**src/design/adc_median_clamp_ema_smoother_macros.svh**
```systemverilog
// ----------------------------------------------------------------------------
// Assertion macros for the median, clamp and average smoother
// Short forms for the concurrent checks used in the design files.
// ----------------------------------------------------------------------------
`ifndef ADC_MEDIAN_CLAMP_EMA_SMOOTHER_MACROS_SVH
`define ADC_MEDIAN_CLAMP_EMA_SMOOTHER_MACROS_SVH

// A property that must hold at every clock edge outside reset.
`define AMCE_ASSERT(label, prop, msg) \
  label: assert property (@(posedge clk_i) disable iff (!rst_ni) (prop)) \
    else $error(msg);

// An implication checked in the same cycle.
`define AMCE_ASSERT_IMP(label, ante, cons, msg) \
  label: assert property (@(posedge clk_i) disable iff (!rst_ni) (ante) |-> (cons)) \
    else $error(msg);

`endif

```
**src/design/amce_pkg.sv**
```systemverilog
// ----------------------------------------------------------------------------
// amce_pkg
// Shared sizes and types of the median, clamp and average smoother.
// ----------------------------------------------------------------------------
package amce_pkg;

  localparam int HistDepth  = 5;
  localparam int SampleBits = 12;

  // Width of the sample and result fields on the ports.
  localparam int DataW   = 12;
  localparam int TdataW  = ((DataW + 7) / 8) * 8;
  localparam int SampleW = (SampleBits < DataW) ? SampleBits : DataW;
  localparam int CountW  = $clog2(HistDepth + 1);
  localparam int RankW   = (HistDepth > 1) ? $clog2(HistDepth) : 1;

  localparam logic [DataW-1:0] SpikeLimitReset = DataW'(400);

  typedef struct packed {
    logic load;  // shift a new sample into the row
    logic rank;  // one rotation and compare step
  } cell_ctl_t;

  typedef struct packed {
    logic [SampleW-1:0] val;
    logic [RankW-1:0]   tag;
  } cell_rot_t;

endpackage

```
**src/design/adc_median_clamp_ema_smoother.sv**
```systemverilog
// ----------------------------------------------------------------------------
// adc_median_clamp_ema_smoother
// Running median of the last samples, spike clamp and exponential average.
// ----------------------------------------------------------------------------
// Samples arrive on the s_axis stream, one per request, in the low bits of
// s_axis_tdata. Each request yields one smoothed value on the m_axis stream.
// The spike limit is written through the cfg channel, which is always ready;
// write it only while no sample is in flight.
// The history is a row of HistDepth cells. A new sample shifts in at cell 0
// and every cell passes a copy of its sample around the ring, one cell per
// cycle, counting how many stored samples rank below its own. After
// HistDepth such steps the cell whose rank is half the fill count holds the
// median. The result passes through the rank steps, the pick state and the
// update state into the output register, and no new request is taken until
// that result has been written and the block is back in its idle state.
// Reset empties the history, clears the average and loads a spike limit of
// 400. A result waits in the output register while the receiver stalls; the
// next sample is still accepted and processed, and its final step waits until
// the output register is free.
// ----------------------------------------------------------------------------
`include "adc_median_clamp_ema_smoother_macros.svh"

module adc_median_clamp_ema_smoother (
  input  logic                           clk_i,
  input  logic                           rst_ni,
  input  logic                           s_axis_tvalid,
  output logic                           s_axis_tready,
  // [11:0] sample, [15:12] zero
  input  logic [amce_pkg::TdataW-1:0]    s_axis_tdata,
  output logic                           m_axis_tvalid,
  input  logic                           m_axis_tready,
  // [11:0] smoothed, [15:12] zero
  output logic [amce_pkg::TdataW-1:0]    m_axis_tdata,
  input  logic                           cfg_valid_i,
  output logic                           cfg_ready_o,
  input  logic [amce_pkg::DataW-1:0]     cfg_data_i
);
  import amce_pkg::*;

  typedef enum logic [1:0] {
    ST_IDLE,
    ST_RANK,
    ST_PICK,
    ST_UPDATE
  } state_e;

  state_e             state_q;
  logic [RankW-1:0]   step_q;
  logic [CountW-1:0]  fill_q;
  logic [SampleW-1:0] median_q;
  logic [DataW-1:0]   limit_q;
  logic               out_valid_q;
  logic [DataW-1:0]   out_data_q;

  cell_ctl_t          ctl;
  cell_rot_t          rot     [HistDepth];
  logic [SampleW-1:0] cell_s  [HistDepth];
  logic [HistDepth-1:0] hit;
  logic [SampleW-1:0] median_sel;
  logic [SampleW-1:0] sample;
  logic [SampleW-1:0] avg_next;
  logic               in_req;
  logic               out_free;
  logic               upd;

  assign sample   = s_axis_tdata[SampleW-1:0];
  assign in_req   = s_axis_tvalid && s_axis_tready;
  assign out_free = !out_valid_q || m_axis_tready;
  assign upd      = (state_q == ST_UPDATE) && out_free;

  assign ctl.load = in_req;
  assign ctl.rank = (state_q == ST_RANK);

  for (genvar i = 0; i < HistDepth; i++) begin : g_cell
    amce_cell u_cell (
      .clk_i  (clk_i),
      .ctl_i  (ctl),
      .idx_i  (RankW'(i)),
      .fill_i (fill_q),
      .s_in_i ((i == 0) ? sample : cell_s[(i + HistDepth - 1) % HistDepth]),
      .rot_i  (rot[(i + HistDepth - 1) % HistDepth]),
      .rot_o  (rot[i]),
      .s_o    (cell_s[i]),
      .hit_o  (hit[i])
    );
  end

  always_comb begin
    median_sel = '0;
    for (int i = 0; i < HistDepth; i++) begin
      median_sel = median_sel | (cell_s[i] & {SampleW{hit[i]}});
    end
  end

  amce_ema u_ema (
    .clk_i      (clk_i),
    .rst_ni     (rst_ni),
    .upd_i      (upd),
    .median_i   (median_q),
    .limit_i    (limit_q),
    .avg_next_o (avg_next)
  );

  always_ff @(posedge clk_i or negedge rst_ni) begin
    if (!rst_ni) begin
      state_q     <= ST_IDLE;
      step_q      <= '0;
      fill_q      <= '0;
      median_q    <= '0;
      out_valid_q <= 1'b0;
      out_data_q  <= '0;
    end else begin
      if (out_valid_q && m_axis_tready && !upd) begin
        out_valid_q <= 1'b0;
      end
      unique case (state_q)
        ST_IDLE: begin
          if (in_req) begin
            if (fill_q < CountW'(HistDepth)) begin
              fill_q <= fill_q + CountW'(1);
            end
            step_q  <= '0;
            state_q <= ST_RANK;
          end
        end
        ST_RANK: begin
          step_q <= step_q + RankW'(1);
          if (step_q == RankW'(HistDepth - 1)) begin
            state_q <= ST_PICK;
          end
        end
        ST_PICK: begin
          median_q <= median_sel;
          state_q  <= ST_UPDATE;
        end
        ST_UPDATE: begin
          if (out_free) begin
            out_valid_q <= 1'b1;
            out_data_q  <= DataW'(avg_next);
            state_q     <= ST_IDLE;
          end
        end
        default: state_q <= ST_IDLE;
      endcase
    end
  end

  always_ff @(posedge clk_i or negedge rst_ni) begin
    if (!rst_ni) begin
      limit_q <= SpikeLimitReset;
    end else if (cfg_valid_i && cfg_ready_o) begin
      limit_q <= cfg_data_i;
    end
  end

  assign s_axis_tready = (state_q == ST_IDLE);
  assign m_axis_tvalid = out_valid_q;
  assign m_axis_tdata  = TdataW'(out_data_q);
  assign cfg_ready_o   = 1'b1;

  `AMCE_ASSERT(a_fill_bound, fill_q <= CountW'(HistDepth), "fill count beyond depth")
  `AMCE_ASSERT_IMP(a_busy_filled, state_q != ST_IDLE, fill_q != '0, "busy with empty history")
  `AMCE_ASSERT_IMP(a_one_median, state_q == ST_PICK, $onehot(hit), "median slot not unique")

endmodule

```
**src/design/amce_cell.sv**
```systemverilog
// ----------------------------------------------------------------------------
// amce_cell
// One history slot: stores a sample and ranks it against a rotating copy.
// ----------------------------------------------------------------------------
module amce_cell (
  input  logic                                    clk_i,
  input  amce_pkg::cell_ctl_t                     ctl_i,
  input  logic [amce_pkg::RankW-1:0]              idx_i,
  input  logic [amce_pkg::CountW-1:0]             fill_i,
  input  logic [amce_pkg::SampleW-1:0]            s_in_i,
  input  amce_pkg::cell_rot_t                     rot_i,
  output amce_pkg::cell_rot_t                     rot_o,
  output logic [amce_pkg::SampleW-1:0]            s_o,
  output logic                                    hit_o
);
  import amce_pkg::*;

  logic [SampleW-1:0] s_q, s_d;
  cell_rot_t          rot_q, rot_d;
  logic [RankW-1:0]   rank_q, rank_d;
  logic               own_valid;
  logic               rot_valid;
  logic               below;

  assign own_valid = CountW'(idx_i) < fill_i;
  assign rot_valid = CountW'(rot_q.tag) < fill_i;

  // Equal values are ordered by slot, so the ranks of valid slots are distinct.
  assign below = rot_valid &&
                 ((rot_q.val < s_q) || ((rot_q.val == s_q) && (rot_q.tag < idx_i)));

  always_comb begin
    s_d    = s_q;
    rot_d  = rot_q;
    rank_d = rank_q;
    if (ctl_i.load) begin
      s_d       = s_in_i;
      rot_d.val = s_in_i;
      rot_d.tag = idx_i;
      rank_d    = '0;
    end else if (ctl_i.rank) begin
      rot_d = rot_i;
      if (below) begin
        rank_d = rank_q + RankW'(1);
      end
    end
  end

  always_ff @(posedge clk_i) begin
    s_q    <= s_d;
    rot_q  <= rot_d;
    rank_q <= rank_d;
  end

  assign rot_o = rot_q;
  assign s_o   = s_q;
  assign hit_o = own_valid && (CountW'(rank_q) == (fill_i >> 1));

endmodule

```
**src/design/amce_ema.sv**
```systemverilog
// ----------------------------------------------------------------------------
// amce_ema
// Clamps the median around the running average and updates the average.
// ----------------------------------------------------------------------------
module amce_ema (
  input  logic                              clk_i,
  input  logic                              rst_ni,
  input  logic                              upd_i,
  input  logic [amce_pkg::SampleW-1:0]      median_i,
  input  logic [amce_pkg::DataW-1:0]        limit_i,
  output logic [amce_pkg::SampleW-1:0]      avg_next_o
);
  import amce_pkg::*;

  localparam int ExtW = DataW + 1;
  localparam int SumW = ExtW + 2;

  logic [SampleW-1:0] avg_q;
  logic               seeded_q;
  logic [ExtW-1:0]    med_e, avg_e, lim_e, clamped;
  logic [SumW-1:0]    sum;

  assign med_e = ExtW'(median_i);
  assign avg_e = ExtW'(avg_q);
  assign lim_e = ExtW'(limit_i);

  always_comb begin
    clamped = med_e;
    if ((med_e > avg_e) && ((med_e - avg_e) > lim_e)) begin
      clamped = avg_e + lim_e;
    end else if ((avg_e > med_e) && ((avg_e - med_e) > lim_e)) begin
      clamped = avg_e - lim_e;
    end
  end

  assign sum = (SumW'(avg_e) << 1) + SumW'(avg_e) + SumW'(clamped);

  // The first sample after reset seeds the average with the median itself.
  assign avg_next_o = seeded_q ? SampleW'(sum >> 2) : median_i;

  always_ff @(posedge clk_i or negedge rst_ni) begin
    if (!rst_ni) begin
      avg_q    <= '0;
      seeded_q <= 1'b0;
    end else if (upd_i) begin
      avg_q    <= avg_next_o;
      seeded_q <= 1'b1;
    end
  end

endmodule
```
**config.mk**
```make
export PLATFORM = sky130hd
export DESIGN_NAME = adc_median_clamp_ema_smoother
export DESIGN_NICKNAME = d
export VERILOG_FILES = /design/src/design/amce_pkg.sv /design/src/design/adc_median_clamp_ema_smoother.sv /design/src/design/amce_cell.sv /design/src/design/amce_ema.sv
export VERILOG_INCLUDE_DIRS = /design/src /design/src/design
export SDC_FILE = /design/constraint.sdc
export NUM_CORES = 1
export LEC_CHECK = 0
export BUFFER_PORTS_ARGS = -buffer_cell sky130_fd_sc_hd__buf_2
export CAP_MARGIN = 20
export CORE_MARGIN = 5
export CORE_UTILIZATION = 50
export CTS_CLUSTER_DIAMETER = 100
export DETAILED_ROUTE_END_ITERATION = 12
export PLACE_DENSITY_LB_ADDON = 0.12
export SETUP_SLACK_MARGIN = 0.02
export SLEW_MARGIN = 5
export SYNTH_ARGS = -nofsm -noshare
export SYNTH_HDL_FRONTEND = slang
export SYNTH_HIERARCHICAL = 1
export SYNTH_SLANG_ARGS = --single-unit
```
**constraint.sdc**
```tcl
create_clock -name clk_i -period 16.5 [get_ports clk_i]
set_input_delay 3.3 -clock clk_i [delete_from_list [all_inputs] [get_ports clk_i]]
set_output_delay 3.3 -clock clk_i [all_outputs]
set_load 0.01 [all_outputs]
```
; ---- Yosys cells after proc, flatten, opt, wreduce, memory -nomap -nowiden
; Index checks and enable logic that the tools add are counted.
; Widths: inputs -> output; s select.
[word_totals]
elab_cells = 156
ff_bits = 208
output_inout_bits = 19
in_bits = 33
[classes]
magnitude_cmp = 25
reduce_logical = 41
addsub = 13
bitwise_logic = 9
n_eq_ne = 17
n_mux = 22
[ops]
columns = operator, n
row1 = $mux 15, 10
row2 = $and 12x12->12, 5
row3 = $eq 12x12->1, 5
row4 = $lt 12x12->1, 5
row5 = $or 12x12->12, 4
row6 = $sub 12x12->13, 3
row7 = $gt 13x12->1, 2
row8 = $mux 13, 2
row9 = $gt 12x12->1, 2
row10 = $add 3x1->3 const B, 7
row11 = $logic_and 1x1->1, 21
row12 = $eq 3x2->1, 5
row13 = $lt 3x3->1, 5
row14 = $add 13x12->14, 1
row15 = $add 14x13->14, 1
row16 = $reduce_and 2->1, 7
row17 = $add 12x12->13, 1
row18 = $mux 12, 1
row19 = $pmux 2 s4, 1
row20 = $logic_or 1x1->1, 6
row21 = $lt 1x3->1 const A, 2
row22 = $lt 2x3->1 const A, 2
row23 = $lt 3x1->1 const B, 2
row24 = $lt 3x2->1 const B, 2
row25 = 15 further kinds, 25

; ---- Depth between registers and ports, before layout
; Gate-level depths: netlist (run 1).
[logic_depth]
ltp_word = 8
depth_mapped = 37
depth_no_buf = 36

; ---- Hierarchy
; Netlist (run 1), hierarchy kept.
[modules_own_cells]
columns = module, area_per_inst_um2, cells_per_inst, n_inst, seq_area_each_um2
row1 = amce_cell, 1652.8, 123, 5, 870.8
row2 = amce_ema, 4404.2, 567, 1, 325.3
row3 = adc_median_clamp_ema_smoother, 2140.8, 182, 1, 1129.8

; ---- Worst setup path after synthesis (run 1)
; Ideal clock, no wire load.
[synth_path]
path_kind = register to register
startpoint = register u_ema.avg_q[0]
endpoint = register out_data_q[11]
path_buffers = 1
required_ps = 16436
setup_slack_ps = 9425
stages_incl_launch_ff = 37
setup_ps = 64
period_less_slack_ps = 7075
arrival_ps = 7011
path_cell_list = dfrtp_1 -> inv_1 -> ha_1 -> inv_1 -> fa_1 -> a21o_1 -> a21oi_1 -> o21bai_1 -> a21oi_1 -> o21bai_1 -> a21oi_1 -> o21bai_1 -> a21oi_1 -> xnor2_1 -> ha_1 -> a21o_1 -> a21oi_1 -> nand2_1 -> o311ai_1 -> a32o_1 -> a21oi_1 -> clkbuf_1 -> nand2_1 -> o21ai_0 -> a21oi_1 -> fa_1 -> fa_1 -> a21o_1 -> a21oi_1 -> o21bai_1 -> a21oi_1 -> o21bai_1 -> a41o_1 -> a31oi_1 -> mux2_2 -> nand2_1 -> mux2_2
[synth_via]
elab_chain_len = 7
elab_cells_between_ends = 15
cone_classes = 6 x add/sub / 4 x order compare / 3 x mux / 2 x reduce/logical
[synth_lines]
columns = item, line
row1 = start: declaration, amce_ema.sv:18  ; logic [SampleW-1:0] avg_q;
row2 = start signal: assignment, amce_ema.sv:46  ; avg_q <= avg_next_o;
row3 = $sub 12x12->13, amce_ema.sv:31  ; end else if ((avg_e > med_e) && ((avg_e - med_e) > lim_e)) begin
row4 = $gt 13x12->1, amce_ema.sv:31
row5 = $logic_and 1x1->1, amce_ema.sv:31
row6 = $mux 13, amce_ema.sv:31
row7 = $mux 13, amce_ema.sv:29  ; if ((med_e > avg_e) && ((med_e - avg_e) > lim_e)) begin
row8 = $add 14x13->14 (*), amce_ema.sv:36  ; assign sum = (SumW'(avg_e) << 1) + SumW'(avg_e) + SumW'(clamped);
row9 = $mux 12 (*), amce_ema.sv:39  ; assign avg_next_o = seeded_q ? SampleW'(sum >> 2) : median_i;
row10 = via avg_next[11], adc_median_clamp_ema_smoother.sv:61  ; logic [SampleW-1:0] avg_next;
row11 = end signal: assignment, adc_median_clamp_ema_smoother.sv:139  ; out_data_q <= DataW'(avg_next);
row12 = end: declaration, adc_median_clamp_ema_smoother.sv:53  ; logic [DataW-1:0] out_data_q;
; Mark *: on every way through the listed nets, which the timed path passes. The rest lies on a longest branch.
; A chain may end at the register's enable or synchronous reset.

; ---- Worst setup path after layout (run 1)
; Ends and elaborated chain as after synthesis.

==> results of run 1 <==
final timing paths:
kind,cells after the start,startpoint,endpoint,slack (ns)
max in group asynchronous,2,rst_ni,limit_q[9],12.97
max,35,u_ema/avg_q[0],out_data_q[11],7.96
min,2,g_cell[3].u_cell/rank_q[2],g_cell[3].u_cell/rank_q[2],0.49
max reg2reg,35,u_ema/avg_q[0],out_data_q[11],7.96
min in group asynchronous,2,rst_ni,out_data_q[5],2.95
min reg2reg,2,g_cell[3].u_cell/rank_q[2],g_cell[3].u_cell/rank_q[2],0.49
critical path: cells and delay by family (launching register included):
| kind | cells | cell delay, ns |
|---|---|---|
| compound gates | 23 | 5.10 |
| simple gates | 2 | 0.16 |
| fa+ha+maj | 5 | 1.88 |
| buf+inv | 2 | 0.20 |
| xor+xnor | 1 | 0.15 |
| flops | 1 | 0.47 |
| mux | 2 | 0.49 |
per-stage QoR:
step / hold slack, ns / util / std cells / setup WS [ns]
detailed placement: 0.479 / 0.526 / 1802 / 8.06
finish: 0.493 / 0.554 / 1849 / 7.96
floorplan: 0.453 / - / 1412 / 9.42
CTS: 0.495 / 0.554 / 1849 / 8.01
global placement: 0.469 / 0.526 / 1802 / 8.13
global route: 0.524 / 0.554 / 1849 / 7.38
sequential cells by signal (all words and copies together) (netlist names):
signal	count
limit_q	12
g_cell.u_cell/rot_o	75
u_ema/avg_q	12
u_ema/seeded_q	1
median_q	12
state_q	2
out_data_q	12
g_cell.u_cell/s_o	60
step_q	3
g_cell.u_cell/rank_q	15
m_axis_tvalid	1
fill_q	3
cell families (layout without fill, tap and decap cells):
kind of cell    count (synthesis)  after routing  synth area share
simple gates                  250            250             0.100
compound gates                346            346             0.161
xor+xnor                       37             37            0.0219
buf+inv                       201            248            0.0552
mux                           119            119            0.0907
fa+ha+maj                     201            201             0.178
other cells                     2             50          0.000507
flops                         208            208             0.392
layout make-up:
class	instances	share of cell area
Inverter	155	0.0359
Clock buffer	38	0.0438
Multi-Input combinational cell	1003	0.513
Tap cell	390	0.0299
Clock inverter	9	0.00727
Sequential cell	208	0.356
Timing Repair Buffer	46	0.0147
metal layers:
| metal | share of wire | track usage | vias to the layer above |
|---|---|---|---|
| met4 | 0.025 | 0.0546 | 0 |
| li1 | - | - | 5152 |
| met5 | 0 | 0 | - |
| met3 | 0.060 | 0.0307 | 50 |
| met2 | 0.44 | 0.350 | 303 |
| met1 | 0.48 | 0.345 | 5217 |
cells in the final DEF, fill, tap and decap left out, types with 20 or more instances in the layout:
cell | netlist | layout
sky130_fd_sc_hd__ha_1 | 185 | 185
sky130_fd_sc_hd__inv_1 | 154 | 153
sky130_fd_sc_hd__edfxtp_1 | 135 | 135
sky130_fd_sc_hd__mux2_2 | 102 | 102
sky130_fd_sc_hd__a21oi_1 | 100 | 95
sky130_fd_sc_hd__nand2_1 | 58 | 58
sky130_fd_sc_hd__dfrtp_1 | 55 | 55
sky130_fd_sc_hd__nor2_1 | 50 | 50
sky130_fd_sc_hd__conb_1 | 2 | 50
sky130_fd_sc_hd__o21ai_0 | 42 | 42
sky130_fd_sc_hd__buf_2 | 8 | 42
sky130_fd_sc_hd__clkbuf_16 | 0 | 26
sky130_fd_sc_hd__nand2b_1 | 23 | 23
sky130_fd_sc_hd__a31oi_1 | 22 | 22
sky130_fd_sc_hd__xnor2_1 | 21 | 21
sky130_fd_sc_hd__nor2b_1 | 20 | 20
==> results.md, run 1 <==
- Run status: finished clean
- Top cells by count, synth: sky130_fd_sc_hd__ha_1, sky130_fd_sc_hd__inv_1, sky130_fd_sc_hd__edfxtp_1, sky130_fd_sc_hd__mux2_2, sky130_fd_sc_hd__a21oi_1
- Time the worst path needs with I/O delays and setup: 8.54 ns
- Via count of the routed design: 10700
- Setup bufs post-CTS: 0
- Count of unique library cells instantiated by Yosys: 83
- Proportion of synthesized flip-flops having asynchronous set or reset: 0.279
- Number of detailed-route iterations in the first pass: 5
- Placer Congestion: 0.881
- Most common cell type on the critical path: sky130_fd_sc_hd__a21oi_1
- Post-detailed-route wirelength per cell: about 21 um
- Area of the multi-input gates: 8380 um^2
- Ratio of final minimum period to clock period: 0.517
- Gate count of the mapped netlist: 1364
- Critical Path Max Stage Delay: 0.66 ns
- Final wirelength: 38300 um
- Worst slew pin tran: 1.02 ns
- Site row count: 63
- Number of flops mapped to enable cells by yosys: around 140
- Fill cell count: 2648
- Vertical extent of the die: 182 um
- Worst Setup Start Kind: flip-flop
- Synthesized cell area: roughly 15000 um^2
- Maximum number of pins on one net before global-route repair: 106
- Starting DRT DRC Count: 737
- Global route overflow: 0
- Vias in the first global route: 10600
- Clock sinks: between 200 and 250
- Path type of the worst min-delay path: reg -> reg
- Die extent in x: 182 um
- Share of Yosys cell area claimed by the top area cell type: 0.274
- Post-DRT Antenna Nets: 0
- Most common flop cell mapped by yosys: sky130_fd_sc_hd__edfxtp_1
- Number of buffers on the longest clock path: 3
- Total setup violations reported at the end of the flow: 0
- CP Max Fanout: 9
- Syn. warnings: 6
- CTS Buf Count: 26
- Area leader, netlist: sky130_fd_sc_hd__edfxtp_1
- Most used standard cell by instance count after synthesis: sky130_fd_sc_hd__ha_1
- Footprint of the flip-flops and latches: slightly below 6000 um^2
- Cell area after placement: 15500 um^2
- Resized cells post-CTS: 0
- Post-route setup TNS: 0 ns
- Number of storage elements in the synthesis netlist: 208
- CP max stage cell: sky130_fd_sc_hd__o311ai_1
- Count of buffers from port buffering: between 40 and 50
- DP HPWL: 28600 um
- Count of H-tree levels built during CTS: 1
- Highest clock frequency the design can meet: 0.117 GHz
- Number of antenna violations at the first check in global routing: 0
- Unrepaired setup endpoints after global routing: false
- Post-route DRC violation count: 0
- Clock tree skew after final layout: 0.0295 ns
- Crit path required time: 16.99 ns
- Sequential element share of the synthesized area: 0.392
- Clock tree from TritonCTS: built
- Net count reported at finish: 1674
- Kind of capture point of the worst setup path: flip-flop
- WS Path Type: reg -> reg
- Layout cells sized above 1: 0.167
- Initial standard-cell utilization of the core: 0.502
- Quantity of hold-fixing buffers added after cts: 0
- Max capacitance violation total: 0
- Global-route usage over all layers: 0.229
- Worst path arrival time: between 9 and 10 ns
- Clock edge transition at the registers on the reported setup and hold paths: 0.06 ns
- Std-Cell Core Area: 29500 um^2
- Skew-Pair Late Insertion Delay: 0.55 ns
- Die area: 33200 um^2
- Routed via count divided by cell count: a little under 6
- Area Growth Syn to Fin: 10.3%
- Relative max-transition margin: 0.316
- Design Area, Final: 16300 um^2
- N_diodes: 0
- Top-Level Pins: 52
- Root buf cell: sky130_fd_sc_hd__clkbuf_16
- Leading post-synthesis cells by cell area: sky130_fd_sc_hd__edfxtp_1, sky130_fd_sc_hd__ha_1, sky130_fd_sc_hd__dfrtp_1, sky130_fd_sc_hd__mux2_2, sky130_fd_sc_hd__inv_1
- Avg Inst Size Synth: 10.9 um^2
- Count of pins over their slew limit: 0
- Wire length of the first global-routing pass: 59900 um
- Number of endpoints with negative hold slack in the final report: 0
Power of run 1 is left out: the tool's default activity adds up to more than one toggle a clock period on the data nets, which glitch-free logic cannot reach.
==> run 2, diff against run 1 <==
- clock period: 16.5 -> 7.35 ns (I/O delays scaled with it)
==> run 2 against run 1 <==
Critical endpoint is now out_data_q[9]. Cell area up 3.9%. Non-clock buffer count increased by 51. Die area did not move. Sequential share of layout area fell by 1.3 points. Cell count rose by 2.8%. Critical path type unchanged. Count of clock-buffer cells in the layout is 5 lower. Register-to-register slack worse by 7.6 ns. Global-route usage grew 0.32 points. Utilization up 2.1 points.
==> results.md, run 2 (same netlist as run 1, synthesis figures left out) <==
- Number of flip-flops under the largest register name: 75 (unchanged)
- Critical Path Max Stage Delay: 0.60 ns (-0.06 ns)
- Path type of the worst min-delay path: reg -> reg
- Relative max-transition margin: 0.306 (-0.0102)
- Fill cell count: 2582 (-2.5%)
- Layout cells sized above 1: 0.224 (+0.0565)
- N_diodes: 0 (unchanged)
- Worst Setup Start Kind: flip-flop
- DP HPWL: 29300 um (+2.5%)
- Routed via count divided by cell count: 5.72 (-1.4%)
- Std-Cell Core Area: 29500 um^2 (unchanged)
- Total setup violations reported at the end of the flow: 0 (unchanged)
- Top library cells by usage in the layout, fill and taps aside: sky130_fd_sc_hd__ha_1, sky130_fd_sc_hd__inv_1, sky130_fd_sc_hd__edfxtp_1
- Worst path arrival time: 7.40 ns (-1.62 ns)
- Ratio of final minimum period to clock period: 0.951 (+0.434)
- Die extent in x: 182 um (unchanged)
- Post-DRT Antenna Nets: 0 (unchanged)
- Top-Level Pins: 52 (unchanged)
- Wire length of the first global-routing pass: 61100 um (+2.0%)
- Time the worst path needs with I/O delays and setup: 6.99 ns (-1.54 ns)
- CP max stage cell: sky130_fd_sc_hd__fa_1
- Clock tree skew after final layout: 0.0125 ns (-0.0171 ns)
- Crit-path leading delay family: compound AO/OA/AOI/OAI gates
- Worst slew pin tran: 1.04 ns (+0.0247 ns)
- CTS Buf Count: 26 (unchanged)
- CP Max Fanout: 3 (-6)
- Site row count: 63 (unchanged)
- Count of buffers from port buffering: 42 (unchanged)
- Max capacitance violation total: 0 (unchanged)
- Global route overflow: 0 (unchanged)
- Count of pins over their slew limit: 0 (unchanged)
- Root buf cell: sky130_fd_sc_hd__clkbuf_16
- Crit path buf inv count: 4 (+2)
- Net count reported at finish: 1725 (+3.0%)
- Run status: finished clean
- Starting DRT DRC Count: 804 (+9.1%)
- Maximum number of pins on one net before global-route repair: 116 (+9.4%)
- Slack of the critical path: 0.359 ns (-7.61 ns)
- Post-Route Hold Slack: 0.486 ns (-0.00723 ns)
- Cell area after placement: 15900 um^2 (+2.2%)
- Post-detailed-route wirelength per cell: 20.5 um (-1.3%)
- Global-route usage over all layers: 0.232 (+0.00323)
- Design Area, Final: 17000 um^2 (+3.9%)
- Clock edge transition at the registers on the reported setup and hold paths: 0.06 ns (about the same)
- Vertical extent of the die: 182 um (unchanged)
- Skew-Pair Late Insertion Delay: 0.54 ns (about the same)
- Highest clock frequency the design can meet: 0.143 GHz (+22%)
- Count of H-tree levels built during CTS: 1 (unchanged)
- Commonest non-fill, non-tap cell in the layout: sky130_fd_sc_hd__ha_1
- Clock sinks: 208 (unchanged)
- DP Worst Slack: -0.0103 ns (-8.07 ns)
- Via count of the routed design: 10900 (+1.4%)
- Number of buffers on the longest clock path: 3 (unchanged)
- Number of detailed-route iterations in the first pass: 6 (+1)
- Most common cell type on the critical path: sky130_fd_sc_hd__a21oi_2
- Final wirelength: 38900 um (+1.5%)
- Crit path required time: 7.76 ns (-9.23 ns)
- WS Path Type: reg -> reg
- Clock tree from TritonCTS: built
- Initial standard-cell utilization of the core: 0.502 (unchanged)
- Area Growth Syn to Fin: 14.6%
- Placer Congestion: 0.893 (+1.3%)
- Die area: 33200 um^2 (unchanged)
- Number of antenna violations at the first check in global routing: 0 (unchanged)
- Number of endpoints with negative hold slack in the final report: 0 (unchanged)
- Kind of capture point of the worst setup path: flip-flop
- Vias in the first global route: 10800 (+1.4%)
- Post-route DRC violation count: 0 (unchanged)
[run 2: changes by cell type in the layout (fill, tap and decap cells not counted), moves of 5 or more]
cell                       change
sky130_fd_sc_hd__buf_4        +51
sky130_fd_sc_hd__a21oi_2      +15
sky130_fd_sc_hd__a21oi_1      -15
sky130_fd_sc_hd__clkbuf_1      -6
sky130_fd_sc_hd__clkinv_2      +5
[run 2: worst paths after layout]
check	cells past startpoint	startpoint	slack (ns)	end
hold reg to reg	2	g_cell[3].u_cell/rank_q[2]	0.49	g_cell[3].u_cell/rank_q[2]
hold / removal	2	g_cell[3].u_cell/rank_q[2]	0.49	g_cell[3].u_cell/rank_q[2]
setup reg to reg	36	median_q[0]	0.36	out_data_q[9]
setup / recovery	36	median_q[0]	0.36	out_data_q[9]
max in group asynchronous	2	rst_ni	5.62	median_q[0]
min in group asynchronous	2	rst_ni	1.13	m_axis_tvalid
[run 2: area by class of cell]
cell class | instances | area (um^2) | share of cell area
clock buffers | 33 | 707 | 0.0416
repair buffers | 97 | 623 | 0.0367
well taps | 390 | 488 | 0.0287
clock inverters | 15 | 214 | 0.0126
multi-input cells | 1003 | 8540 | 0.503
inverters | 155 | 587 | 0.0346
flip-flops and latches | 208 | 5810 | 0.342
[run 2: routing by layer]
layer | routed length, um | up-vias | part of all wire | global-route usage
li1 | - | 5239 | - | -
met1 | 18700 | 5301 | 0.48 | 0.353
met2 | 17400 | 285 | 0.45 | 0.362
met3 | 2220 | 47 | 0.057 | 0.0251
met4 | 646 | 0 | 0.017 | 0.0435
met5 | 0 | - | 0 | 0
[run 2: stage by stage]
| stage | cells | util | setup TNS [ns] |
|---|---|---|---|
| 2_1_floorplan | 1412 | - | 0 |
| 3_3_place_gp | 1848 | 0.538 | -0.00180 |
| 3_5_place_dp | 1848 | 0.538 | -0.0103 |
| 4_1_cts | 1896 | 0.569 | 0 |
| 5_1_grt | 1901 | 0.576 | -0.0834 |
| 6_report | 1901 | 0.576 | 0 |
[run 2: what timing repair did]
action / CTS / global route
setup endpoints to repair: 5 / 16
pin swaps: 0 / 16
hold buffers: 0 / 0
gates resized for setup: 2 / 41
buffers inserted: 0 / 5
[run 2: worst min-delay path: stages, from the launching register on]
cell and delay (ns):
sky130_fd_sc_hd__dfxtp_1 0.31, sky130_fd_sc_hd__o21ai_0 0.07, sky130_fd_sc_hd__a21oi_1 0.06
Power of run 2 is left out for the same reason.
